### config.mk
export PLATFORM = sky130hd
export DESIGN_NAME = fault_retry_lockout_controller_unit
export DESIGN_NICKNAME = d
export VERILOG_FILES = /design/src/sv/frlc_pkg.sv /design/src/sv/frlc_regs.sv /design/src/sv/frlc_core.sv /design/src/sv/fault_retry_lockout_controller_unit.sv
export SDC_FILE = /design/constraint.sdc
export NUM_CORES = 1
export LEC_CHECK = 0
export ABC_AREA = 1
export BUFFER_PORTS_ARGS = -buffer_cell sky130_fd_sc_hd__buf_2
export CAP_MARGIN = 25
export CORE_MARGIN = 3
export CORE_UTILIZATION = 40
export CTS_CLUSTER_SIZE = 30
export DETAILED_ROUTE_END_ITERATION = 10
export HOLD_SLACK_MARGIN = 0.03
export PLACE_DENSITY = 0.66
export SLEW_MARGIN = 20
export SYNTH_ARGS = -nofsm -noshare
export SYNTH_HDL_FRONTEND = slang
export SYNTH_HIERARCHICAL = 1
export SYNTH_SLANG_ARGS = --single-unit
### constraint.sdc
create_clock -name aclk -period 10.5 [get_ports aclk]
set_clock_uncertainty 0.1 [all_clocks]
set_input_delay 0 -clock aclk [delete_from_list [all_inputs] [get_ports aclk]]
set_output_delay 0 -clock aclk [all_outputs]
set_load 0.05 [all_outputs]
### src/sv/frlc_pkg.sv
// ----------------------------------------------------------------------------
// frlc_pkg
// Types, status codes, register indexes and timing constants of the fault
// retry lockout controller.
// ----------------------------------------------------------------------------
package frlc_pkg;

    // Status codes.
    localparam logic [1:0] ST_OK      = 2'd0;
    localparam logic [1:0] ST_WARNING = 2'd1;
    localparam logic [1:0] ST_ERROR   = 2'd2;

    // Register indexes, taken from paddr bit 2.
    localparam logic REG_MAX_ATTEMPTS    = 1'b0;
    localparam logic REG_RECOVERY_WINDOW = 1'b1;

    localparam int unsigned PADDR_W = 3;

    // Timing constants in milliseconds.
    localparam logic [31:0] HOUR_MS        = 32'd3600000;
    localparam logic [31:0] PUBLISH_GAP_MS = 32'd60000;
    localparam int unsigned MS_PER_S       = 1000;

    // The recovery window in ms is at most 65535 * 1000, which fits 26 bits.
    localparam int unsigned WINDOW_MS_W = 26;

    localparam logic [7:0]  MAX_ATTEMPTS_RST = 8'd3;
    localparam logic [15:0] WINDOW_S_RST     = 16'd60;
    localparam logic [7:0]  COUNT_MAX        = 8'd255;

    typedef struct packed {
        logic [31:0] now_ms;
        logic        controller_alarm;
        logic        monitor_alarm;
        logic        user_reset_request;
        logic        publish_accepted;
    } frlc_in_t;

    typedef struct packed {
        logic [1:0]  fault_status;
        logic [7:0]  retry_count;
        logic        restart_pending;
        logic        publish_now;
        logic [31:0] first_fault_ms;
        logic [31:0] last_fault_ms;
        logic        persist_now;
    } frlc_out_t;

    // Configuration as seen by the evaluation core.
    typedef struct packed {
        logic [7:0]             max_attempts;
        logic [WINDOW_MS_W-1:0] window_ms;
    } frlc_cfg_t;

endpackage

### src/sv/frlc_regs.sv
// ----------------------------------------------------------------------------
// frlc_regs
// APB configuration registers; the recovery window is also kept in ms.
// ----------------------------------------------------------------------------
module frlc_regs
    import frlc_pkg::*;
(
    input  logic               aclk,
    input  logic               aresetn,
    input  logic               psel,
    input  logic               penable,
    input  logic               pwrite,
    input  logic [PADDR_W-1:0] paddr,
    input  logic [31:0]        pwdata,
    output logic [31:0]        prdata,
    output logic               pready,
    output frlc_cfg_t          cfg
);

    logic [7:0]             max_attempts_reg, max_attempts_next;
    logic [15:0]            window_s_reg, window_s_next;
    logic [WINDOW_MS_W-1:0] window_ms_reg, window_ms_next;
    logic                   wr_en;

    assign pready = 1'b1;
    assign wr_en  = psel && penable && pwrite;

    always_comb begin
        max_attempts_next = max_attempts_reg;
        window_s_next     = window_s_reg;
        window_ms_next    = window_ms_reg;
        if (wr_en) begin
            unique case (paddr[2])
                REG_MAX_ATTEMPTS: begin
                    max_attempts_next = pwdata[7:0];
                end
                REG_RECOVERY_WINDOW: begin
                    window_s_next  = pwdata[15:0];
                    window_ms_next = WINDOW_MS_W'(pwdata[15:0])
                                     * WINDOW_MS_W'(MS_PER_S);
                end
                default: begin
                end
            endcase
        end
    end

    always_ff @(posedge aclk) begin
        if (!aresetn) begin
            max_attempts_reg <= MAX_ATTEMPTS_RST;
            window_s_reg     <= WINDOW_S_RST;
            window_ms_reg    <= WINDOW_MS_W'(WINDOW_S_RST) * WINDOW_MS_W'(MS_PER_S);
        end else begin
            max_attempts_reg <= max_attempts_next;
            window_s_reg     <= window_s_next;
            window_ms_reg    <= window_ms_next;
        end
    end

    always_comb begin
        unique case (paddr[2])
            REG_MAX_ATTEMPTS:    prdata = {24'd0, max_attempts_reg};
            REG_RECOVERY_WINDOW: prdata = {16'd0, window_s_reg};
            default:             prdata = 32'd0;
        endcase
    end

    assign cfg.max_attempts = max_attempts_reg;
    assign cfg.window_ms    = window_ms_reg;

endmodule

### src/sv/frlc_core.sv
// ----------------------------------------------------------------------------
// frlc_core
// Controller state and the combinational evaluation of one tick.
// ----------------------------------------------------------------------------
module frlc_core
    import frlc_pkg::*;
(
    input  logic      aclk,
    input  logic      aresetn,
    input  logic      commit,
    input  frlc_in_t  tick,
    input  frlc_cfg_t cfg,
    output frlc_out_t result
);

    logic [1:0]  status_reg, status_next;
    logic [7:0]  count_reg, count_next;
    logic [31:0] first_reg, first_next;
    logic [31:0] last_reg, last_next;
    logic [31:0] pub_reg, pub_next;
    logic        restart_reg, restart_next;
    logic        pending_reg, pending_next;

    logic        alarm;
    logic        restart_a;
    logic [7:0]  count_a;
    logic [7:0]  count_b;
    logic [1:0]  status_b;
    logic        publish;
    logic        persist;

    assign alarm = tick.controller_alarm || tick.monitor_alarm;

    always_comb begin
        // User rearm is honored only in error.
        restart_a = restart_reg || (tick.user_reset_request && status_reg == ST_ERROR);

        // One quiet hour outside error clears the retry count.
        count_a = count_reg;
        if (count_reg != 8'd0 && status_reg != ST_ERROR
            && (tick.now_ms - last_reg) >= HOUR_MS) begin
            count_a = 8'd0;
        end

        first_next   = first_reg;
        last_next    = last_reg;
        count_b      = count_a;
        status_b     = status_reg;
        pending_next = pending_reg;
        persist      = 1'b0;
        if (status_reg == ST_OK && alarm) begin
            if (count_a == 8'd0) begin
                first_next = tick.now_ms;
            end
            if (count_a != COUNT_MAX) begin
                count_b = count_a + 8'd1;
            end
            last_next = tick.now_ms;
            if (count_b >= cfg.max_attempts) begin
                status_b = ST_ERROR;
                persist  = 1'b1;
            end else begin
                status_b = ST_WARNING;
            end
            pending_next = 1'b1;
        end

        restart_next = restart_a;
        status_next  = status_b;
        if (restart_a && !alarm) begin
            restart_next = 1'b0;
            status_next  = ST_OK;
            persist      = 1'b1;
        end

        if (status_next == ST_WARNING
            && (tick.now_ms - last_next) >= {{(32-WINDOW_MS_W){1'b0}}, cfg.window_ms}) begin
            restart_next = 1'b1;
        end

        pub_next = pub_reg;
        publish  = 1'b0;
        if (pending_next && (tick.now_ms - pub_reg) >= PUBLISH_GAP_MS) begin
            pub_next = tick.now_ms;
            publish  = 1'b1;
            if (tick.publish_accepted) begin
                pending_next = 1'b0;
            end
        end
        count_next = count_b;
    end

    always_ff @(posedge aclk) begin
        if (!aresetn) begin
            status_reg  <= ST_OK;
            count_reg   <= 8'd0;
            first_reg   <= 32'd0;
            last_reg    <= 32'd0;
            pub_reg     <= 32'd0;
            restart_reg <= 1'b0;
            pending_reg <= 1'b0;
        end else if (commit) begin
            status_reg  <= status_next;
            count_reg   <= count_next;
            first_reg   <= first_next;
            last_reg    <= last_next;
            pub_reg     <= pub_next;
            restart_reg <= restart_next;
            pending_reg <= pending_next;
        end
    end

    assign result.fault_status    = status_next;
    assign result.retry_count     = count_next;
    assign result.restart_pending = restart_next;
    assign result.publish_now     = publish;
    assign result.first_fault_ms  = first_next;
    assign result.last_fault_ms   = last_next;
    assign result.persist_now     = persist;

endmodule

### src/sv/fault_retry_lockout_controller_unit.sv
// ----------------------------------------------------------------------------
// fault_retry_lockout_controller_unit
// Flow: a tick word accepted into the input register is evaluated and moves
// into the result register when that one is free; one evaluation stage.
// Throughput: one tick word per cycle unless the result channel stalls.
// Reset: synchronous on aresetn low; status OK, counters and times cleared,
// max_attempts back to 3 and the recovery window back to 60 s.
// ----------------------------------------------------------------------------
module fault_retry_lockout_controller_unit
    import frlc_pkg::*;
(
    input  logic               aclk,
    input  logic               aresetn,
    // Tick input channel.
    input  logic               s_valid,
    output logic               s_ready,
    input  frlc_in_t           s_data,
    // Result channel.
    output logic               m_valid,
    input  logic               m_ready,
    output frlc_out_t          m_data,
    // Configuration port.
    input  logic               psel,
    input  logic               penable,
    input  logic               pwrite,
    input  logic [PADDR_W-1:0] paddr,
    input  logic [31:0]        pwdata,
    output logic [31:0]        prdata,
    output logic               pready
);

    // The block is a two-register pipeline. The input register holds one
    // accepted tick word. The evaluation core reads it together with the
    // controller state, and when the word moves on into the result register
    // the state is committed at the same edge. The input register frees up
    // in that very cycle, so a new word is taken even while a finished
    // result still waits at the output.

    frlc_cfg_t cfg;
    frlc_out_t result;

    logic      in_valid_reg, in_valid_next;
    frlc_in_t  in_word_reg;
    logic      out_valid_reg, out_valid_next;
    frlc_out_t out_word_reg;
    logic      advance;

    frlc_regs u_regs (
        .aclk    (aclk),
        .aresetn (aresetn),
        .psel    (psel),
        .penable (penable),
        .pwrite  (pwrite),
        .paddr   (paddr),
        .pwdata  (pwdata),
        .prdata  (prdata),
        .pready  (pready),
        .cfg     (cfg)
    );

    // The word in the input register advances when the result register is
    // empty or its word is being taken in this cycle.
    assign advance = in_valid_reg && (!out_valid_reg || m_ready);
    assign s_ready = !in_valid_reg || advance;

    frlc_core u_core (
        .aclk    (aclk),
        .aresetn (aresetn),
        .commit  (advance),
        .tick    (in_word_reg),
        .cfg     (cfg),
        .result  (result)
    );

    always_comb begin
        in_valid_next = in_valid_reg;
        if (s_ready) begin
            in_valid_next = s_valid;
        end
        out_valid_next = out_valid_reg;
        if (advance) begin
            out_valid_next = 1'b1;
        end else if (m_ready) begin
            out_valid_next = 1'b0;
        end
    end

    always_ff @(posedge aclk) begin
        if (!aresetn) begin
            in_valid_reg  <= 1'b0;
            out_valid_reg <= 1'b0;
        end else begin
            in_valid_reg  <= in_valid_next;
            out_valid_reg <= out_valid_next;
        end
    end

    // Payload registers carry no reset; their valid flags guard them.
    always_ff @(posedge aclk) begin
        if (s_ready && s_valid) begin
            in_word_reg <= s_data;
        end
        if (advance) begin
            out_word_reg <= result;
        end
    end

    assign m_valid = out_valid_reg;
    assign m_data  = out_word_reg;

endmodule

==> metrics.md, run 1 <==
| Metric | Value |
|---|---|
| Outcome | `finished clean` |
| Worst r2r path cells | `39` |
| Vias | `18800` |
| Slew Limit Headroom | `43.0%` |
| Fin nets | `3497` |
| Largest net degree at the start of global routing | `75` |
| Max capacitance violation total | `0` |
| Setup crit end | `u_core/restart_reg` |
| CP required | `10940 ps` |
| Commonest cells post-synth | `nand2_1, inv_1, nor2_1` |
| Static Leakage | `0.0125 uW` |
| Clk pwr share | `26.4%` |
| CTS hold repair buffers | `90` |
| #FFs+latches synth | `268` |
| Sequential area share after synthesis | `31.1%` |
| Die height | `235 um` |
| Fmax | `0.175 GHz` |
| Critical path arrival | `6140 ps` |
| Share of Yosys cell area claimed by the top area cell type | `16.2%` |
| Max H-tree Level | `1` |
| Core Area | `51500 um^2` |
| DP Wirelength | `43100 um` |
| CP startpoint kind | `register` |
| Number of core rows | `83` |
| DR WL/cell | `14.7 um` |
| Worst R2R Start | `in_word_reg[4]` |
| Logic gate share of total power | `45.1%` |
| Critical path endpoint category | `register` |
| Worst setup path start | `in_word_reg[4]` |
| CP max-delay cell | `edfxtp_1` |
| Post-synthesis cell type count | `56` |
| Sw Pwr | `1770 uW` |
| GR Overflow Total | `0` |
| Routability Congestion | `0.958` |
| Vias in the first global route | `17700` |
| Primary FF master, synth | `dfxtp_1` |
| Postcts setup bufs | `0` |
| Drt first pass iters | `6` |
| Residual DRC count | `0` |
| Max FFs per register | `77` |
| Initial antenna violation count | `0` |
| Most used cell, CP | `nand2_1` |
| Die footprint | `55000 um^2` |
| Top cells by area, synth | `edfxtp_1, dfxtp_1, nand2_1, ha_1, inv_1` |
| Post-synth EDFFs | `113` |
| Mapped Area | `20900 um^2` |
| RSZ-0062 raised after global routing | `false` |
| CTS sink cnt | `268` |
| Ports | `190` |
| Class of the worst hold path | `in -> reg` |
| Max-slew violations | `0` |
| Worst slew pin tran | `855 ps` |
| Maximum root-to-sink buffer count | `3` |
| Clk root buf | `clkbuf_16` |
| CP Class | `reg -> reg` |
| Yosys warns | `6` |
| Clock buffer count from CTS | `30` |
| Area grow syn2layout | `15.9%` |
| First-pass GRT wire length | `91900 um` |
| Post-Layout Inst Area | `24200 um^2` |
| CTS tree | `yes` |
| Flop pwr share | `28.5%` |
| Initial drt markers | `1437` |
| Dpl cell area | `22200 um^2` |
| Share of post-route cells with drive strength above 1 | `8.59%` |
| Setup_tns | `0 ps` |
| Hold Fails Final Rpt | `0` |
| Cell Int Power | `2530 uW` |
| PwrDens | `178 nW/um^2` |
| Post-route ant nets | `0` |
| Place WS | `4870 ps` |
| Gr usage total | `20.7%` |
| Max incr delay on CP | `410 ps` |
| Max rail drop VDD | `153 uV` |
| Count leader, synth | `nand2_1` |
| Clock transition at the registers of the reported paths | `60 ps` |
| Cell count after synthesis | `2963` |
| Tmin final | `5700 ps` |
| Vias per inst | `4.84` |
| Worst reg2reg endpoint | `u_core/restart_reg` |
| FF-to-FF setup slack | `4800 ps` |
| WL final | `56900 um` |
| Cts repair resizes | `0` |
| Worst-path maximum fanout | `14` |
| Mapped Avg Cell Area | `7.05 um^2` |
| Asr flop ratio synth | `0%` |
| Yosys top cell by area | `edfxtp_1` |
| Hold Worst Slack | `48.6 ps` |
| Setup-failing EPs final | `0` |
| Die width | `235 um` |
| Sw frac | `41.1%` |
| Starting Density | `40.6%` |
| PnR worst setup slack | `4800 ps` |
| Port Buffers | `154` |
| Clk_lat worst skew | `590 ps` |
| Final period utilization | `54.3%` |
[power groups by stage]
stage | sequential [uW] | clock (uW) | combinational, uW
after global routing | 1230 | 1210 | 2240
after CTS | 1230 | 1160 | 1930
after detailed placement | 1250 | 0 | 1890
after floorplan | 1320 | 0 | 1410
final | 1230 | 1130 | 1940
after global placement | 1250 | 0 | 1880
[final cells by class]
cell class,instances,area (um^2)
Tap cell,680,851
Sequential cell,268,6500
Clock inverter,17,283
Antenna cell,1,2.50
Multi-Input combinational cell,2018,11700
Inverter,605,2270
Clock buffer,38,791
Timing Repair Buffer,257,1790
Fill cell,5302,27300
[per-stage QoR]
step	util, %	total power [uW]	std cells
floorplan	-	2720	2981
global placement	43.1	3130	3736
detailed placement	43.1	3140	3736
CTS	46.9	4320	3881
global route	47.0	4680	3883
finish	47.0	4300	3884
[critical path: cells and delay by family, from the launching register on]
kind	cells	cell delay [ps]
AO/OA/AOI/OAI	4	500
adder cells (fa/ha/maj)	4	1100
buffers and inverters	6	620
flip-flops	1	410
AND/OR/NAND/NOR	25	2900
[cells in the final DEF, fill, tap and decap left out, drive strengths merged, types with 22 or more instances in the layout]
| master | count |
|---|---|
| nand2 | 697 |
| inv | 604 |
| nor2 | 304 |
| o21ai | 242 |
| a21oi | 189 |
| ha | 182 |
| buf | 167 |
| dfxtp | 155 |
| nand3 | 126 |
| edfxtp | 113 |
| dlygate4sd3 | 90 |
| fa | 57 |
| clkbuf | 38 |
| xor2 | 33 |
| xnor2 | 28 |
| nand4 | 27 |
| nor3 | 22 |
[worst min-delay path by stage]
stage	startpoint	slack, ps	cells past startpoint	end
2_1_floorplan	s_data[0]	-1	0	in_word_reg[0]
3_3_place_gp	s_data[22]	80	1	in_word_reg[22]
3_5_place_dp	s_data[3]	80	1	in_word_reg[3]
4_1_cts	s_data[9]	30	2	in_word_reg[9]
5_1_grt	s_data[9]	50	2	in_word_reg[9]
6_report	s_data[9]	50	2	in_word_reg[9]
[layer usage]
metal | up-vias | GRT usage (%) | share of wire [%]
met3 | 71 | 2.03 | 5.9
li1 | 9767 | - | -
met4 | 0 | 5.86 | 2.6
met5 | - | 0 | 0
met1 | 8486 | 30.2 | 48
met2 | 486 | 32.7 | 43
[cells by family after synthesis]
group / share of synthesized area (%)
buffers and inverters: 13.2
and+or+nand+nor: 24.0
other: 0.0359
adders and majority gates: 16.4
xor gates and xnor gates: 2.56
DFF: 31.1
AOI/OAI and AO/OA: 12.7
Note: power is estimated with default switching activity, not from simulation.
==> run 2, diff against run 1 <==
--- a/config.mk
+++ b/config.mk
@@ -13,7 +13,7 @@
 export CTS_CLUSTER_SIZE = 30
 export DETAILED_ROUTE_END_ITERATION = 10
 export HOLD_SLACK_MARGIN = 0.03
-export PLACE_DENSITY = 0.66
+export PLACE_DENSITY = 0.69
 export SLEW_MARGIN = 20
 export SYNTH_ARGS = -nofsm -noshare
 export SYNTH_HDL_FRONTEND = slang
==> constraint.sdc (replaced) <==
create_clock -name aclk -period 4.58 [get_ports aclk]
set_clock_uncertainty 0.1 [all_clocks]
set_input_delay 0 -clock aclk [delete_from_list [all_inputs] [get_ports aclk]]
set_output_delay 0 -clock aclk [all_outputs]
set_load 0.05 [all_outputs]
==> metrics.md, run 2 (synthesis results as in run 1) <==
| Metric | Value |
|---|---|
| DP Wirelength | `46500 um` |
| Static Leakage | `0.0131 uW` |
| Critical path arrival | `4860 ps` |
| Setup crit end | `u_core/restart_reg` |
| Fmax | `0.225 GHz` |
| CP startpoint kind | `register` |
| GR Overflow Total | `0` |
| Worst setup path start | `in_word_reg[5]` |
| Max-slew violations | `0` |
| Max capacitance violation total | `0` |
| Gr usage total | `21.2%` |
| CTS sink cnt | `268` |
| Residual DRC count | `0` |
| Largest net degree at the start of global routing | `129` |
| Clock transition at the registers of the reported paths | `60 ps` |
| Drt first pass iters | `5` |
| Clk_lat worst skew | `590 ps` |
| Dpl cell area | `23100 um^2` |
| WL final | `59800 um` |
| Max incr delay on CP | `450 ps` |
| Area grow syn2layout | `22.7%` |
| Most used cell, CP | `nand2_1` |
| CTS tree | `yes` |
| Worst R2R Start | `in_word_reg[5]` |
| Vias | `19300` |
| Vias per inst | `4.84` |
| Slew Limit Headroom | `32.4%` |
| Post-Layout Inst Area | `25600 um^2` |
| PwrDens | `396 nW/um^2` |
| Starting Density | `40.6%` |
| CP max-delay cell | `edfxtp_1` |
| DR WL/cell | `15.0 um` |
| Die height | `235 um` |
| First-pass GRT wire length | `93800 um` |
| Outcome | `finished clean` |
| FF-to-FF setup slack | `140 ps` |
| Vias in the first global route | `17900` |
| Post-route ant nets | `0` |
| Setup-failing EPs final | `0` |
| Die width | `235 um` |
| CP required | `5010 ps` |
| Fin nets | `3602` |
| Die footprint | `55000 um^2` |
| Class of the worst hold path | `in -> reg` |
| Hold Worst Slack | `49.4 ps` |
| Ports | `190` |
| RSZ-0062 raised after global routing | `true` |
| Clk root buf | `clkbuf_16` |
| Commonest non-fill, non-tap cell in the layout | `nand2_1` |
| Maximum root-to-sink buffer count | `3` |
| Share of post-route cells with drive strength above 1 | `15.1%` |
| Number of core rows | `83` |
| Port Buffers | `154` |
| Max H-tree Level | `1` |
| Worst slew pin tran | `1010 ps` |
| Clock buffer count from CTS | `31` |
| Tmin final | `4440 ps` |
| Most frequent cells in the layout | `nand2_1, inv_1, nor2_1` |
| Worst-path maximum fanout | `4` |
| Max FFs per register | `77` |
| Worst reg2reg endpoint | `u_core/restart_reg` |
| Hold Fails Final Rpt | `0` |
| Max rail drop VDD | `305 uV` |
| CP Class | `reg -> reg` |
| Core Area | `51500 um^2` |
| Worst r2r path cells | `35` |
| Initial drt markers | `1346` |
| Initial antenna violation count | `1` |
| Routability Congestion | `0.950` |
| Final period utilization | `96.8%` |
| Critical path endpoint category | `register` |
## run 2: cell count changes in the layout (fill, tap and decap cells not counted), sizes merged
| cell | delta |
|---|---|
| buf | +116 |
| bufinv | -3 |
| clkinv | +2 |
| clkinvlp | +2 |
| dlygate4sd3 | -12 |
| inv | +2 |
## run 2: critical path, delay by kind of cell (launching register included)
family,cells,cell delay [ps]
AOI/OAI and AO/OA,4,390
adders and majority gates,3,730
buffers and inverters,4,350
DFF,1,450
and+or+nand+nor,24,2370
## run 2: how the worst min path moves through the flow
stage / slack [ps] / from / to / depth (start not counted)
after global routing: 40 / s_data[1] / in_word_reg[1] / 2
after global placement: 80 / s_data[31] / in_word_reg[31] / 1
after detailed placement: 80 / s_data[2] / in_word_reg[2] / 1
after floorplan: -1 / s_data[0] / in_word_reg[0] / 0
final: 50 / s_data[1] / in_word_reg[1] / 2
after CTS: 30 / s_data[1] / in_word_reg[1] / 2
## run 2: layer usage
layer  up-vias  GRT usage, %  share of wire, %  wire (um)
met3        89          2.24               5.0       3020
met1      8743          29.6                47      28000
met5         -             0                 0          0
met2       486          34.5                45      26800
li1       9983             -                 -          -
met4         0          7.00               3.3       1990
## run 2: area by class of cell
type / instances / area (um^2)
clock inverters: 20 / 191
fillers: 5117 / 25900
diodes: 1 / 2.50
inverters: 605 / 2270
flip-flops and latches: 268 / 6500
repair buffers: 361 / 2590
well taps: 680 / 851
clock buffers: 38 / 832
multi-input cells: 2018 / 12400
## run 2: repair_timing
item,4_1_cts,5_1_grt
hold buffers,78,0
endpoints found under the hold margin,99,0
cloned,0,0
setup buffers,3,5
resized for setup,4,129
pin swaps,6,36
setup endpoints to repair,4,8
## run 2: where the power goes
| part | internal (uW) | switching, uW | leakage (uW) |
|---|---|---|---|
| Combinational | 1770 | 3070 | 0.0102 |
| Clock | 1460 | 1070 | 0.000493 |
| Sequential | 2700 | 82.8 | 0.00235 |
## run 2: through the flow
step	setup WS, ps	total power, uW	instances	util [%]	TNS, ps
after floorplan	5.16	6240	2981	-	0
after global placement	35.2	7380	3846	44.9	0
after detailed placement	-48.0	7430	3846	44.9	-83.0
after CTS	2.65	10000	3985	48.5	0
after global routing	-186	11000	3991	49.8	-601
final	145	10200	3991	49.8	0
